--- src/rtl/core/omdpi_pkg.sv ---
package omdpi_pkg;

   // Shared multiplier operand and product widths.
   localparam int unsigned MUL_W  = 33;
   localparam int unsigned PROD_W = 66;

   // cos(30 deg) in unsigned Q0.16.
   localparam logic [15:0] COS30_Q16 = 16'd56756;

   // Anti-windup reload values, 0.01 in Q16.16.
   localparam logic signed [31:0] WINDUP_POS = 32'sd655;
   localparam logic signed [31:0] WINDUP_NEG = -32'sd655;

   // Plus and minus one in Q32.32, on the product width.
   localparam logic signed [PROD_W-1:0] ONE_Q32     = 66'sd4294967296;
   localparam logic signed [PROD_W-1:0] NEG_ONE_Q32 = -66'sd4294967296;

   // Limits of the signed 32-bit range, on the product width.
   localparam logic signed [PROD_W-1:0] SAT_HI = 66'sd2147483647;
   localparam logic signed [PROD_W-1:0] SAT_LO = -66'sd2147483648;

   typedef enum logic [1:0] {
      ST_IDLE,
      ST_KIN,
      ST_WHEEL,
      ST_DONE
   } state_type;

   typedef enum logic [2:0] {
      REG_PROP_GAIN   = 3'd0,
      REG_INTEG_GAIN  = 3'd1,
      REG_TICK_PERIOD = 3'd2,
      REG_PWM_TOP     = 3'd3,
      REG_RADIUS      = 3'd4,
      REG_INV_CIRC    = 3'd5,
      REG_COUNT_SCALE = 3'd6
   } reg_index_type;

   typedef struct packed {
      logic [30:0] prop_gain;
      logic [30:0] integ_gain;
      logic [15:0] tick_period;
      logic [15:0] pwm_top;
      logic [15:0] base_radius;
      logic [30:0] inv_wheel_circumference;
      logic [30:0] count_scale;
   } cfg_type;

   // Saturate a wide signed value to the signed 32-bit range.
   function automatic logic signed [31:0] sat32(input logic signed [PROD_W-1:0] v);
      logic signed [31:0] r;
      if (v > SAT_HI) begin
         r = 32'sh7FFFFFFF;
      end else if (v < SAT_LO) begin
         r = 32'sh80000000;
      end else begin
         r = v[31:0];
      end
      return r;
   endfunction

endpackage

--- src/rtl/core/omdpi_mul.sv ---
module omdpi_mul
   import omdpi_pkg::*;
(
   input  logic                     clock,
   input  logic signed [MUL_W-1:0]  op_a,
   input  logic signed [MUL_W-1:0]  op_b,
   output logic signed [PROD_W-1:0] prod
);

   logic signed [PROD_W-1:0] prod_ff;
   logic signed [PROD_W-1:0] prod_in;

   // Signed multiply; the product is registered and used in the following cycle.
   assign prod_in = PROD_W'(op_a) * PROD_W'(op_b);

   always_ff @(posedge clock) begin
      prod_ff <= prod_in;
   end

   assign prod = prod_ff;

endmodule

--- config.mk ---
export PLATFORM = sky130hd
export DESIGN_NAME = omdpi_mul
export DESIGN_NICKNAME = d
export VERILOG_FILES = /design/src/rtl/core/omdpi_pkg.sv /design/src/rtl/core/omdpi_mul.sv
export SDC_FILE = /design/constraint.sdc
export NUM_CORES = 2
export LEC_CHECK = 0
export BUFFER_PORTS_ARGS = -buffer_cell sky130_fd_sc_hd__buf_4
export CAP_MARGIN = 20
export CORE_UTILIZATION = 45
export CTS_CLUSTER_SIZE = 25
export DETAILED_ROUTE_END_ITERATION = 10
export PLACE_DENSITY = 0.63
export SLEW_MARGIN = 20
export SYNTH_ARGS = -nofsm -noshare
export SYNTH_HDL_FRONTEND = slang
export SYNTH_SLANG_ARGS = --single-unit
--- constraint.sdc ---
create_clock -name clock -period 19.6 [get_ports clock]
set_input_delay 2.94 -clock clock [delete_from_list [all_inputs] [get_ports clock]]
set_output_delay 2.94 -clock clock [all_outputs]
set_load 0.02 [all_outputs]
# After elaboration in Yosys (flattened, before gate mapping)
# Index checks and enable logic that the tools add are counted.
# Widths: inputs -> output; s select.
# totals
register_bits	66
rom_bits	0
latchBits	0
n_memories	0
ramBits	0
word_cells	2
inputBits	67
# op_classes
bitwise_logic	0
shifts	0
muxes	0
order_cmp	0
n_eq_ne	0
addsub	0
reduce_logical	0
n_div	0
mul	1
# op_table
operator	n
$mul 33x33->66	1

# Depth between registers and ports, before layout
# depth
depth_word	1
depth_mapped	29
mapped_depth_nobuf	27

# Worst setup path before layout
# Ideal clock, no wire load.
# synth_timing
path_kind	input to register
from	input op_a[32]
to	register prod_ff[65], in the netlist prod[65]
setup_time_ns	0.072
setup_slack_ns	9.439
t_arrival_ns	10.089
path_stages	22
path_buffers	2
path_cell_list	clkbuf_1 nand2_1 inv_1 fa_1 fa_1 fa_1 fa_1 fa_1 fa_1 fa_1 inv_1 fa_1 inv_1 ha_1 clkbuf_1 a21o_1 a21o_1 a221o_1 a31oi_2 o211ai_1 o41ai_2 xnor2_1
# synth_between
elab_chain_len	1
# synth_rtl
element	line_no	source
start, declared	omdpi_mul.sv:5	input logic signed [MUL_W-1:0] op_a,
$mul 33x33->66	omdpi_mul.sv:14	assign prod_in = PROD_W'(op_a) * PROD_W'(op_b);
named net prod_in[65]	omdpi_mul.sv:11	logic signed [PROD_W-1:0] prod_in;
end signal, assigned	omdpi_mul.sv:17	prod_ff <= prod_in;
end, declared	omdpi_mul.sv:10	logic signed [PROD_W-1:0] prod_ff;
# The timed path passes the listed nets, and every way through them passes these cells.

# Final worst setup path
# Ends and elaborated chain as after synthesis.

==> impl_metrics.py <==
metrics = {
    "status": {
        "outcome": "complete, but fails checks",
        "violations": "design-rule violations",
    },
    "global_routing": {
        "antenna_found_initial": 12,
        "grt_max_degree": 34,
        "grt_pass1_wl_um": 181000,
        "grt_pass1_vias": 31100,
        "grt_overflow_total": 0,
        "grt_util_all_layers": 0.264,
    },
    "setup_path": {
        "criticalPathCategory": "in2reg",
        "required_ns": 19.94,
        "cp.arrival_ns": 11.08,
        "worstSetupStartpointType": "input pin",
        "end_kind": "register",
        "cp_max_fo": 33,
    },
    "yosys": {
        "synth_top_family_by_area": "adder cells",
        "synth_xor_area_frac": 0.0163,
        "syn_area_um2": 40400,
        "async_flop_share": 0,
        "synth_fa_ha_area_frac": 0.635,
        "ys_seq_area_frac": 0.0327,
        "synth_edf_count": 0,
        "avgSynthCellArea_um2": 9.38,
        "yosys.area_share.simple": 0.154,
        "synth_compound_area_frac": 0.0360,
        "yosys_register_bits": 66,
        "synth_cell_types": 61,
        "synth.area.mux_share": 0,
        "syn-num-nets": 5731,
        "ys_warn_count": 0,
        "synth_cells": 4302,
        "synth_ff_type": "dfxtp_1",
    },
    "sta": {
        "worst_slew_pin_slew_ns": 1.17,
        "min_period_over_period": 0.548,
        "max_slew_margin": 0.212,
        "max_freq_mhz": 93.1,
        "finalHoldViolCount": 0,
        "setup_viol": 0,
        "final.min_clock_period_ns": 10.74,
        "slew_violations": 0,
        "rsz0062_at_grt": "no",
        "tns_ns": 0,
    },
    "drt": {
        "routed_wl_um": 112000,
        "drtIter0Drc": 1844,
        "dr.pass1.iters": 10,
        "avgRoutedWirePerCell_um": 20.8,
        "ant_nets": 0,
        "vias_per_cell": 5.23,
        "num_vias": 28200,
        "drcViolationCount": 3,
    },
    "clock_network": {
        "cts-htree-levels": 3,
        "hold_buffers": 0,
        "cts_buffers": 9,
        "cts.repair.resized": 0,
        "root_buffer": "clkbuf_16",
        "clockBufferDepth": 2,
        "clk_pin_slew_worst_paths_ns": 0.07,
        "cts_setup_buffers": 0,
        "tritoncts": "built",
        "cts_sinks": 66,
    },
    "placed_design": {
        "place_inst": 5380,
        "place_congestion": 0.942,
        "portBuffers": 132,
        "dp_hpwl_um": 86300,
    },
    "floorplan": {
        "num_rows": 109,
        "die_h_um": 302,
        "core_area_um2": 88600,
        "initial_core_util": 0.455,
        "io-pin-count": 133,
        "die_x_um": 302,
        "die_area_um2": 90900,
    },
    "flow_run": {
        "max_cap_viol_count": 0,
    },
    "final_layout": {
        "antennaDiodeCount": 0,
        "finalNonFillerCells": 5396,
        "largest_reg_flops": 66,
        "area_growth_pct": 4.81,
        "fillers": 8424,
        "nNetsFinal": 5655,
        "utilization": 0.477,
        "drive_gt1_frac": 0.0407,
    },
    "hold_path": {
        "min_delay_path_depth": 2,
        "min_to": "prod[0]$_DFF_P_",
        "hp-class": "in2reg",
        "min_from": "op_b[0]",
    },
}
[cells in the final DEF, fill, tap and decap left out, types with 5 or more instances in the layout]
cell and count:
a211oi_1 5, a21o_1 28, a21oi_1 73, a31oi_1 9, and2_1 562, and3_1 7, and4_1 7, buf_4 134
clkbuf_16 9, dfxtp_1 66, fa_1 1144, ha_1 217, inv_1 1133, nand2_1 543, nand2b_1 9, nand3_1 18
nand4_1 9, nor2_1 47, nor3_1 7, nor4_1 5, o211ai_1 7, o21a_1 7, o21ai_0 37, o21ai_1 5
o21bai_1 8, xnor2_1 55, xor2_1 20
[area by class of cell]
type,instances,area (um^2),area share
Multi-Input combinational cell,2882,34000,0.803
Inverter,1133,4250,0.101
Tap cell,1165,1460,0.0345
Sequential cell,66,1320,0.0312
Timing Repair Buffer,134,1010,0.0238
Clock buffer,11,233,0.00550
Clock inverter,5,78.8,0.00186
[Yosys cell counts (all sizes together), types with 3 or more instances]
master / instances / area [um^2]
a2111oi: 3 / 33.8
a211oi: 9 / 87.6
a21o: 28 / 210
a21oi: 73 / 365
a221o: 3 / 30.0
a31oi: 10 / 68.8
and2: 563 / 3520
and3: 7 / 43.8
and4: 7 / 61.3
clkbuf: 220 / 826
dfxtp: 66 / 1320
fa: 1145 / 22900
ha: 217 / 2720
inv: 1133 / 4250
nand2: 543 / 2040
nand2b: 9 / 56.3
nand3: 18 / 90.1
nand4: 9 / 56.3
nor2: 47 / 176
nor2b: 3 / 18.8
nor3: 8 / 45.0
nor4: 5 / 31.3
o211ai: 7 / 52.6
o21a: 7 / 52.6
o21ai: 43 / 219
o21ba: 3 / 30.0
o21bai: 8 / 60.1
o22ai: 3 / 18.8
or2: 5 / 31.3
xnor2: 55 / 482
xor2: 20 / 175
[worst max-delay path by stage]
stage / endpoint / from / depth (start not counted)
6_report: prod[65]$_DFF_P_ / op_a[32] / 23
5_1_grt: prod[65]$_DFF_P_ / op_a[32] / 23
4_1_cts: prod[60]$_DFF_P_ / op_a[32] / 21
3_5_place_dp: prod[60]$_DFF_P_ / op_a[32] / 21
3_3_place_gp: prod[60]$_DFF_P_ / op_a[32] / 21
2_1_floorplan: prod[65]$_DFF_P_ / op_a[32] / 22
[stage by stage]
stage                     setup WS, ns  hold slack (ns)  instance area, um^2
after floorplan                   9.44             3.07                40400
after detailed placement          8.49             3.35                42000
final                             8.86             3.00                42300
after global routing              8.59             3.01                42300
after global placement            8.54             3.35                42000
after CTS                         8.88             2.99                42300
[per-layer routing]
layer,wire length [um],share of wire,global-route usage
met1,46900,0.42,0.363
met4,2960,0.026,0.0697
met5,69,0.00061,0
met3,9210,0.082,0.0536
met2,53300,0.47,0.427
[kinds of logic (layout without fill, tap and decap cells)]
family | Yosys count | count (layout)
adders and majority gates | 1362 | 1362
buffers and inverters | 1354 | 1283
and+or+nand+nor | 1228 | 1228
AOI/OAI and AO/OA | 217 | 217
xor gates and xnor gates | 75 | 75
DFF | 66 | 66
[critical path, cell delays in order]
cell and delay [ns]:
buf_4 0.32, nand2_1 0.17, inv_1 0.16, fa_1 0.52, fa_1 0.57, fa_1 0.98, inv_1 0.23, fa_1 0.61
fa_1 0.45, fa_1 0.59, fa_1 0.44, fa_1 0.50, inv_1 0.04, ha_1 0.36, and4_1 0.29, and3_1 0.22
a31oi_1 0.17, o21ai_0 0.19, a221o_1 0.38, a31oi_2 0.32, o211ai_1 0.19, o41ai_2 0.27, xnor2_1 0.15
Power is not shown: default switching activity piles up to over one toggle a cycle in this logic, so the estimate is an artifact.
