--- src/rtl/core/omdpi_pkg.sv ---
package omdpi_pkg;

   // Shared multiplier operand and product widths.
   localparam int unsigned MUL_W  = 33;
   localparam int unsigned PROD_W = 66;

   // cos(30 deg) in unsigned Q0.16.
   localparam logic [15:0] COS30_Q16 = 16'd56756;

   // Anti-windup reload values, 0.01 in Q16.16.
   localparam logic signed [31:0] WINDUP_POS = 32'sd655;
   localparam logic signed [31:0] WINDUP_NEG = -32'sd655;

   // Plus and minus one in Q32.32, on the product width.
   localparam logic signed [PROD_W-1:0] ONE_Q32     = 66'sd4294967296;
   localparam logic signed [PROD_W-1:0] NEG_ONE_Q32 = -66'sd4294967296;

   // Limits of the signed 32-bit range, on the product width.
   localparam logic signed [PROD_W-1:0] SAT_HI = 66'sd2147483647;
   localparam logic signed [PROD_W-1:0] SAT_LO = -66'sd2147483648;

   typedef enum logic [1:0] {
      ST_IDLE,
      ST_KIN,
      ST_WHEEL,
      ST_DONE
   } state_type;

   typedef enum logic [2:0] {
      REG_PROP_GAIN   = 3'd0,
      REG_INTEG_GAIN  = 3'd1,
      REG_TICK_PERIOD = 3'd2,
      REG_PWM_TOP     = 3'd3,
      REG_RADIUS      = 3'd4,
      REG_INV_CIRC    = 3'd5,
      REG_COUNT_SCALE = 3'd6
   } reg_index_type;

   typedef struct packed {
      logic [30:0] prop_gain;
      logic [30:0] integ_gain;
      logic [15:0] tick_period;
      logic [15:0] pwm_top;
      logic [15:0] base_radius;
      logic [30:0] inv_wheel_circumference;
      logic [30:0] count_scale;
   } cfg_type;

   // Saturate a wide signed value to the signed 32-bit range.
   function automatic logic signed [31:0] sat32(input logic signed [PROD_W-1:0] v);
      logic signed [31:0] r;
      if (v > SAT_HI) begin
         r = 32'sh7FFFFFFF;
      end else if (v < SAT_LO) begin
         r = 32'sh80000000;
      end else begin
         r = v[31:0];
      end
      return r;
   endfunction

endpackage

--- src/rtl/core/omdpi_csr.sv ---
module omdpi_csr
   import omdpi_pkg::*;
(
   input  logic        clock,
   input  logic        reset,
   input  logic        csr_psel,
   input  logic        csr_penable,
   input  logic        csr_pwrite,
   input  logic [4:0]  csr_paddr,
   input  logic [31:0] csr_pwdata,
   output logic [31:0] csr_prdata,
   output logic        csr_pready,
   output cfg_type     cfg
);

   cfg_type       cfg_ff;
   cfg_type       cfg_in;
   reg_index_type reg_sel;
   logic          write_en;

   assign reg_sel    = reg_index_type'(csr_paddr[4:2]);
   assign write_en   = csr_psel && csr_penable && csr_pwrite;
   assign csr_pready = 1'b1;

   // Register writes; an address past the last register is ignored.
   always_comb begin
      cfg_in = cfg_ff;
      if (write_en) begin
         unique case (reg_sel)
            REG_PROP_GAIN:   cfg_in.prop_gain = csr_pwdata[30:0];
            REG_INTEG_GAIN:  cfg_in.integ_gain = csr_pwdata[30:0];
            REG_TICK_PERIOD: cfg_in.tick_period = csr_pwdata[15:0];
            REG_PWM_TOP:     cfg_in.pwm_top = csr_pwdata[15:0];
            REG_RADIUS:      cfg_in.base_radius = csr_pwdata[15:0];
            REG_INV_CIRC:    cfg_in.inv_wheel_circumference = csr_pwdata[30:0];
            REG_COUNT_SCALE: cfg_in.count_scale = csr_pwdata[30:0];
            default: ;
         endcase
      end
   end

   always_ff @(posedge clock) begin
      if (reset) begin
         cfg_ff.prop_gain               <= 31'd65536;
         cfg_ff.integ_gain              <= 31'd0;
         cfg_ff.tick_period             <= 16'd655;
         cfg_ff.pwm_top                 <= 16'd999;
         cfg_ff.base_radius             <= 16'd6554;
         cfg_ff.inv_wheel_circumference <= 31'd327680;
         cfg_ff.count_scale             <= 31'd655;
      end else begin
         cfg_ff <= cfg_in;
      end
   end

   // Read back.
   always_comb begin
      unique case (reg_sel)
         REG_PROP_GAIN:   csr_prdata = 32'(cfg_ff.prop_gain);
         REG_INTEG_GAIN:  csr_prdata = 32'(cfg_ff.integ_gain);
         REG_TICK_PERIOD: csr_prdata = 32'(cfg_ff.tick_period);
         REG_PWM_TOP:     csr_prdata = 32'(cfg_ff.pwm_top);
         REG_RADIUS:      csr_prdata = 32'(cfg_ff.base_radius);
         REG_INV_CIRC:    csr_prdata = 32'(cfg_ff.inv_wheel_circumference);
         REG_COUNT_SCALE: csr_prdata = 32'(cfg_ff.count_scale);
         default:         csr_prdata = 32'd0;
      endcase
   end

   assign cfg = cfg_ff;

endmodule

--- config.mk ---
export PLATFORM = sky130hd
export DESIGN_NAME = omdpi_csr
export DESIGN_NICKNAME = d
export VERILOG_FILES = /design/src/rtl/core/omdpi_pkg.sv /design/src/rtl/core/omdpi_csr.sv
export SDC_FILE = /design/constraint.sdc
export NUM_CORES = 1
export LEC_CHECK = 0
export BUFFER_PORTS_ARGS = -buffer_cell sky130_fd_sc_hd__buf_4
export CAP_MARGIN = 20
export CORE_MARGIN = 5
export CORE_UTILIZATION = 40
export DETAILED_ROUTE_END_ITERATION = 8
export GPL_TIMING_DRIVEN = 0
export PLACE_DENSITY = 0.68
export SYNTH_ARGS = -nofsm -noshare
export SYNTH_HDL_FRONTEND = slang
export SYNTH_SLANG_ARGS = --single-unit
--- constraint.sdc ---
create_clock -name clock -period 2.1 [get_ports clock]
set_input_delay 0.42 -clock clock [delete_from_list [all_inputs] [get_ports clock]]
set_output_delay 0.42 -clock clock [all_outputs]
set_load 0.005 [all_outputs]
# [Word level (Yosys, flattened, before mapping)]
# Index checks and enable logic that the tools add are counted.
[totals] reg_bits=172 in_bits=42 output_inout_bits=205
[classes] n_eq_ne=6 n_mux=1 n_reduce_logical=10
[op_table] op="$pmux W31 S7" n=1
[op_table] op="$reduce_and A2 Y1" n=7
[op_table] op="$eq A3 B3 Y1 const B" n=3
[op_table] op="$eq A3 B2 Y1 const B" n=2
[op_table] op="$eq A3 B1 Y1 const B" n=1
[op_table] op="$logic_not A3 Y1" n=1
[op_table] op="$logic_and A1 B1 Y1" n=2

# [Logic depth before layout (Yosys ltp)]
# Gate-level depths: netlist (run 1).
[depth] word_depth=3 depth_mapped=7 ltp_nobuf=3

# [Worst setup path before layout (run 1)]
# No wires, ideal clock.
[synth_timing] path_type="input-to-output" from="input csr_paddr[3]" to="output csr_prdata[0]" t_arrival_ns=1.473 t_required_ns=1.680 path_slack_ns=0.207 path_stages=6 path_buffers=3 cell_sequence="buf_4 -> buf_4 -> buf_2 -> mux2i_1 -> o32ai_1 -> a211o_1"
[synth_between] elab_chain_cells=2
[synth_lines] item="start, declared" line_no="omdpi_csr.sv:9" rtl="input logic [4:0] csr_paddr,"
[synth_lines] item="$eq A3 B3 Y1 (tied with other cells)" line_no="omdpi_csr.sv:58" rtl="unique case (reg_sel)"
[synth_lines] item="$pmux W31 S7 *" line_no="omdpi_csr.sv:58"
[synth_lines] item="end, declared" line_no="omdpi_csr.sv:11" rtl="output logic [31:0] csr_prdata,"
# Mark *: on every way between the ends. The rest lies on a longest branch, timed or not.

# [Worst setup path after layout (run 1)]
[layout_timing] from="input csr_paddr[3]" to="output csr_prdata[11]"
# Same word-level chain as after synthesis.

==> results of run 1 <==
==> Yosys cell counts, types with 2 or more instances <==
cell type,number
inv_1,13
nand2_1,5
o22ai_1,15
o32ai_1,11
a22o_1,11
buf_2,39
a22oi_1,15
o21ai_0,158
nor2_1,44
mux2i_1,56
mux2_2,10
clkbuf_1,60
nand2b_1,27
dfxtp_1,172
nor2b_1,21
buf_4,11
a211o_1,12
nand3_1,126
a311o_1,8
a32o_1,11
conb_1,2
a21oi_1,117
a32oi_1,9
==> metrics by stage <==
step                setup TNS (ns)  total power (W)  utilization  hold slack, ns
floorplan                        0          0.00373            -           0.480
global placement             -6.48          0.00412        0.508           0.477
detailed placement           -6.86          0.00412        0.508           0.481
CTS                              0          0.00722        0.550           0.240
global route               -0.0272          0.00744        0.554           0.247
finish                           0          0.00728        0.554           0.252
==> cell families after synthesis <==
group,after synthesis,share of synthesized area
simple gates,234,0.149
buf+inv,124,0.0699
mux,66,0.0836
other cells,2,0.000932
flops,172,0.427
compound gates,370,0.269
==> worst max-delay path, stage by stage <==
cell and delay, ns:
buf_12 0.11, buf_12 0.14, buf_12 0.15, mux2i_4 0.25
o32ai_4 0.11, a211o_1 0.34, buf_6 0.14
==> cells in the final DEF, fill, tap and decap left out, types with 4 or more instances in the layout <==
master     instances
buf_2             31
nand2_1            4
nand2b_1          27
a32oi_1            8
a311o_1            8
buf_12             5
inv_1             13
buf_4            257
o32ai_2            5
nor2_1            44
o22ai_1           14
dfxtp_1          172
o32ai_1            5
a21oi_1          117
nor2b_1           20
nand3_1          126
mux2_2            10
a22oi_1           14
clkbuf_1          54
a22o_1            11
mux2i_1           52
o21ai_0          158
a211o_1           12
clkbuf_16         17
buf_6              5
a32o_1             8
==> cell type report <==
| cell class | instances | share of cell area |
|---|---|---|
| Sequential cell | 172 | 0.310 |
| Clock buffer | 22 | 0.0427 |
| Multi-Input combinational cell | 672 | 0.377 |
| Clock inverter | 6 | 0.00801 |
| Inverter | 13 | 0.00440 |
| Buffer | 108 | 0.0536 |
| Timing Repair Buffer | 249 | 0.174 |
| Tap cell | 270 | 0.0305 |
==> power groups by stage <==
stage	registers (W)	logic (W)	clock network (W)
floorplan	0.00338	0.000359	0
global placement	0.00338	0.000734	0
detailed placement	0.00338	0.000738	0
CTS	0.00331	0.000790	0.00312
global route	0.00331	0.000856	0.00328
finish	0.00331	0.000829	0.00314
==> timing repair <==
item,4_1_cts,5_1_grt
setup buffers,6,2
pin swaps,6,4
hold buffers,0,0
endpoints found under the hold margin,0,0
setup endpoints to repair,27,21
gates resized for setup,49,19
cloned,2,0
==> final timing paths <==
path	start	endpoint	slack (ns)	cells past startpoint
setup / recovery	csr_paddr[3]	csr_prdata[11]	0.009	7
hold / removal	csr_pwdata[18]	cfg[49]	0.25	2
setup reg to reg	cfg[6]	cfg[6]	1.23	3
hold reg to reg	cfg[144]	cfg[144]	0.49	2
==> per-layer routing <==
metal  share of wire  routed length, µm
met1            0.40              14800
met2            0.45              16600
met3            0.11               3920
met4           0.043               1600
met5               0                  0
==> summary.md, run 1 <==
| Metric | Value |
|---|---|
| Die Span Y | `152 µm` |
| Avg Inst Size Synth | `8.32 µm²` |
| Worst hold path type | `in2reg` |
| Reg clk slew, reported paths | `0.06 ns` |
| Mapped Cells | `968` |
| # IOs | `247` |
| GR Util met1 | `0.402` |
| Synthesis-to-layout area growth | `37.7%` |
| PD cells | `656 nW/µm²` |
| H-tree levels | `4` |
| Busiest grt layer | `met2` |
| Clock Tree Root | `clkbuf_16` |
| DP HPWL | `27.1 mm` |
| Multi-input gate area | `4180 µm²` |
| Routed WL | `36.9 mm` |
| # setup viols final | `0` |
| Routed wire per std cell | `~24 µm` |
| Yosys warns | `0` |
| Initial antenna violation count | `0` |
| Vias | `about 9300` |
| CP Data Required Time | `between 1.5 and 2 ns` |
| Pin count of the biggest net entering global routing | `17` |
| Fin crit period | `2.09 ns` |
| EDFF count, synth | `0` |
| First-pass DRT Iterations | `5` |
| Max cap viols | `0` |
| RSZ-0062 raised after global routing | `true` |
| Core ar. | `around 20000 µm²` |
| Post-layout instance area | `11100 µm²` |
| Setup crit end kind | `primary output` |
| Crit Path Max Fanout | `9` |
| Sequential-to-total area share from yosys stat | `0.427` |
| Vias in the first global route | `8538` |
| Distinct cell type count after synthesis | `38` |
| Cell area after synthesis | `slightly above 8000 µm²` |
| Slew HR | `0.492` |
| GRT Overall Usage | `0.300` |
| Sw frac | `0.259` |
| Antenna viol nets, final | `0` |
| Switching pwr | `0.00188 W` |
| Number of clock sinks | `172` |
| Clock Skews | `0 ns` |
| Setup WS post-layout | `0.00905 ns` |
| First-pass GRT wire length | `53.8 mm` |
| Register area | `roughly 3400 µm²` |
| Clk buf depth | `2` |
| Max-slew violations | `0` |
| Worst Max-Slew Pin Slew | `between 0.7 and 0.8 ns` |
| Final #Nets | `1275` |
| Synth top area share | `0.427` |
| Crit Path Class | `in2out` |
| CTS tree | `yes` |
| Sequential share of power | `0.455` |
| Most used flip-flop cell after synthesis | `dfxtp_1` |
| Async SR Flop Fraction | `0` |
| Vias per cell | `6.12` |
| Cells after DPL | `~1500` |
| Fin cells | `1512` |
| Layout cells sized above 1 | `0.294` |
| Pint | `about 0.0054 W` |
| GR Util met2 | `0.467` |
| Number of cell rows | `52` |
| Filler instances | `just under 2000` |
| Worst-Skew Late Latency | `0.43 ns` |
| DP Worst Slack | `-0.394 ns` |
| Static leakage | `~4.5 nW` |
| Chip width | `152 µm` |
| Initial core utilization | `0.402` |
| Status | `completed` |
| Dominant cells by area after synthesis | `dfxtp_1 (43%), o21ai_0 (9.8%), nand3_1 (7.8%), a21oi_1 (7.3%), mux2i_1 (7.0%)` |
| DRT iter0 DRCs | `1217` |
| Syn Nets | `1010` |
| Placer Congestion | `0.963` |
| #FFs+latches synth | `172` |
| Port Buffers | `~240` |
| Clock power frac | `0.431` |
| Drt drc | `0` |
| Antenna diodes | `0` |
| Max Freq | `between 400 and 500 MHz` |
| Cts bufs inserted | `17` |
| VDD IR max | `607 µV` |
| GRT met3 Usage | `0.0654` |
| WP data arrival | `about 1.7 ns` |
| GRT overflow | `0` |
| Placed Instance Area | `10200 µm²` |
| Fin crit share | `0.996` |
| Combinational power share | `0.114` |
| Yosys top cell by area | `dfxtp_1` |
| Max reg flops | `172` |
| Final Hold Viols | `0` |
| Worst setup SP type | `input pin` |
| Die area | `between 20000 and 25000 µm²` |
Power figures use the tool's default switching activity.
==> run 2: changes to the inputs <==
--- a/config.mk
+++ b/config.mk
@@ -11,7 +11,7 @@
 export CORE_UTILIZATION = 40
 export DETAILED_ROUTE_END_ITERATION = 8
 export GPL_TIMING_DRIVEN = 0
-export PLACE_DENSITY = 0.68
+export PLACE_DENSITY = 0.7
 export SYNTH_ARGS = -nofsm -noshare
 export SYNTH_HDL_FRONTEND = slang
 export SYNTH_SLANG_ARGS = --single-unit
==> constraint.sdc (replaced) <==
create_clock -name clock -period 1.8 [get_ports clock]
set_input_delay 0.36 -clock clock [delete_from_list [all_inputs] [get_ports clock]]
set_output_delay 0.36 -clock clock [all_outputs]
set_load 0.005 [all_outputs]
==> run 2 against run 1 <==
  * The flow now finishes with violations (negative setup slack)
  * Utilization is 2.1 points higher
  * Setup slack got worse by 0.18 ns
  * Power increased by 15%
  * Combinational power rose by 24%
  * First-iteration DRC count is 12% higher
  * Die area did not move
  * Cell area rose by 3.8%
  * Count of clock-buffer cells in the layout is 2 lower
  * Sequential share of layout area shrank 0.93 points
  * Critical endpoint is now csr_prdata[13]
  * Largest cell class unchanged
==> summary.md, run 2 (synthesis gave the netlist of run 1 again) <==
| Metric | Value |
|---|---|
| TNS Setup | `-2.50 ns (-2.50 ns)` |
| Fin crit period | `1.97 ns` |
| GRT Overall Usage | `0.299 (-0.00108)` |
| DP HPWL | `26.8 mm (-1.0%)` |
| VDD IR max | `742 µV (+22%)` |
| Sw frac | `0.271 (+0.0126)` |
| CP Buf/Inv Count | `4 (unchanged)` |
| Worst setup startpoint | `csr_paddr[4]` |
| GRT met3 Usage | `0.0902 (+0.0247)` |
| Fin crit share | `1.09` |
| Setup WS post-layout | `-0.170 ns (-0.179 ns)` |
| Hold path depth | `2 (unchanged)` |
| CP Data Required Time | `1.44 ns (-0.24 ns)` |
| Post-layout instance area | `11500 µm² (+3.8%)` |
| GRT overflow | `0 (unchanged)` |
| Port Buffers | `239 (unchanged)` |
| Sequential share of power | `0.461 (+0.006)` |
| Switching pwr | `0.00227 W (+21%)` |
| RSZ-0062 raised after global routing | `true` |
| First-pass DRT Iterations | `6 (+1)` |
| Clk buf depth | `2 (unchanged)` |
| H-tree levels | `4 (unchanged)` |
| Synthesis-to-layout area growth | `42.9%` |
| Max-slew violations | `0 (unchanged)` |
| Initial antenna violation count | `0 (unchanged)` |
| Static leakage | `4.69 nW (+3.5%)` |
| Combinational power share | `0.123 (+0.009)` |
| Final #Nets | `1290 (+1.2%)` |
| Routed wire per std cell | `24.2 µm (-0.79%)` |
| Placed Instance Area | `10200 µm² (unchanged)` |
| WP data arrival | `1.61 ns (-0.06 ns)` |
| PD cells | `727 nW/µm² (+11%)` |
| GR Util met1 | `0.381 (-0.0207)` |
| Core ar. | `20000 µm² (unchanged)` |
| # IOs | `247 (unchanged)` |
| Crit Path Class | `in2out` |
| Layout cells sized above 1 | `0.333 (+0.0387)` |
| Pin count of the biggest net entering global routing | `17 (unchanged)` |
| Busiest grt layer | `met2` |
| Vias in the first global route | `8752 (+2.5%)` |
| Most frequent cells in the layout | `buf_4 (259), dfxtp_1 (159), o21ai_0 (158), nand3_1 (124), a21oi_1 (117)` |
| Max cap viols | `0 (unchanged)` |
| Worst setup SP type | `input pin` |
| FF-to-FF Start | `cfg[6]` |
| Worst R2R Setup Slack | `0.90 ns (-0.33 ns)` |
| Antenna diodes | `0 (unchanged)` |
| Clock Skews | `0 ns (unchanged)` |
| GR Util met2 | `0.453 (-0.0140)` |
| Die area | `23100 µm² (unchanged)` |
| Clock Tree Root | `clkbuf_16` |
| Setup crit end kind | `primary output` |
| Status | `complete, but fails checks` |
| Crit Path Max Fanout | `8 (-1)` |
| Most common cell after layout, fill and taps aside | `buf_4` |
| CP peak stage delay | `0.33 ns (about the same)` |
| CP Depth | `7 (unchanged)` |
| Vias | `9447 (+2.1%)` |
| Hold Crit Start | `csr_pwdata[18]` |
| Worst-Skew Late Latency | `0.44 ns (about the same)` |
| Vias per cell | `6.17 (+0.85%)` |
| Reg2reg path depth | `3 (unchanged)` |
| Die Span Y | `152 µm (unchanged)` |
| Violated checks | `negative setup slack` |
| Top Family by Delay on Critical Path | `compound AO/OA/AOI/OAI gates` |
| Worst hold path type | `in2reg` |
| DRT iter0 DRCs | `1357 (+12%)` |
| Pint | `0.00610 W (+13%)` |
| Max reg flops | `172 (unchanged)` |
| Placer Congestion | `0.950 (-1.3%)` |
| Cts-stage hold buffer count | `0 (unchanged)` |
| Cts bufs inserted | `17 (unchanged)` |
| Chip width | `152 µm (unchanged)` |
| Crit-path cells | `buf_12 > buf_8 > nor3b_4 > buf_6 > a32o_2 > a211o_1 > buf_6` |
| First-pass GRT wire length | `53.6 mm (-0.41%)` |
| Slew HR | `0.493 (+0.00134)` |
| CTS tree | `yes` |
| CP max stage cell | `a211o_1` |
| Final core area utilization | `0.575 (+0.0210)` |
| Number of clock sinks | `172 (unchanged)` |
| Final total power | `0.00837 W (+15%)` |
| Worst Max-Slew Pin Slew | `0.761 ns (-0.00200 ns)` |
| Reg clk slew, reported paths | `0.06 ns (about the same)` |
| Max Freq | `508 MHz` |
| Antenna viol nets, final | `0 (unchanged)` |
| Initial core utilization | `0.402 (unchanged)` |
| Routed WL | `37.0 mm (+0.39%)` |
| Clock power frac | `0.416 (-0.015)` |
| Final Hold Viols | `0 (unchanged)` |
| CP dominant cell by count | `buf_6` |
| Drt drc | `0 (unchanged)` |
| Number of cell rows | `52 (unchanged)` |
| # setup viols final | `31 (+31)` |
## run 2: cell types whose count changed in the layout (fill, tap and decap cells not counted), moves of 5 or more
cell / delta
buf_2: -5
mux2_2: -5
a22oi_1: -10
buf_6: +12
dfxtp_1: -13
mux2_4: +5
a22oi_2: +10
buf_8: +5
dfxtp_2: +10
## run 2: stage by stage
step,hold WS [ns],setup WS [ns],std cells
floorplan,0.478,0.0269,968
detailed placement,0.486,-0.521,1477
finish,0.173,-0.170,1530
global placement,0.477,-0.538,1477
global route,0.186,-0.174,1530
CTS,0.161,-0.140,1523
## run 2: cell type report
class	instances	area [µm²]
fillers	1864	8520
clock inverters	11	98.8
multi-input cells	672	4380
clock buffers	20	437
plain buffers	105	636
repair buffers	267	2110
flip-flops and latches	172	3470
well taps	270	338
inverters	13	52.6
## run 2: per-layer routing
metal	wire length [µm]	vias up
met1	14200	4472
met2	16200	725
met4	2280	0
met5	0	-
li1	-	4098
met3	4390	152
## run 2: worst register-to-register path: stages, from the launching register on
cell and delay, ns:
dfxtp_1 0.36, inv_1 0.09, a311o_1 0.27, o21ai_0 0.09
## run 2: path summary, 6_finish.rpt
check	endpoint
setup reg to reg	cfg[6]
setup / recovery	csr_prdata[13]
hold / removal	cfg[49]
hold reg to reg	cfg[138]
## run 2: what timing repair did
action / in CTS / in global routing
buffers inserted: 18 / 6
resized for setup: 101 / 46
gates cloned: 2 / 2
pin swaps: 19 / 22
endpoints found under the setup margin: 31 / 31
## run 2: power by group through the flow
stage,Clock [W],Combinational [W],Sequential [W]
final,0.00348,0.00103,0.00386
after floorplan,0,0.000418,0.00394
after global routing,0.00365,0.00107,0.00386
after CTS,0.00346,0.000949,0.00386
after global placement,0,0.000843,0.00395
after detailed placement,0,0.000848,0.00395
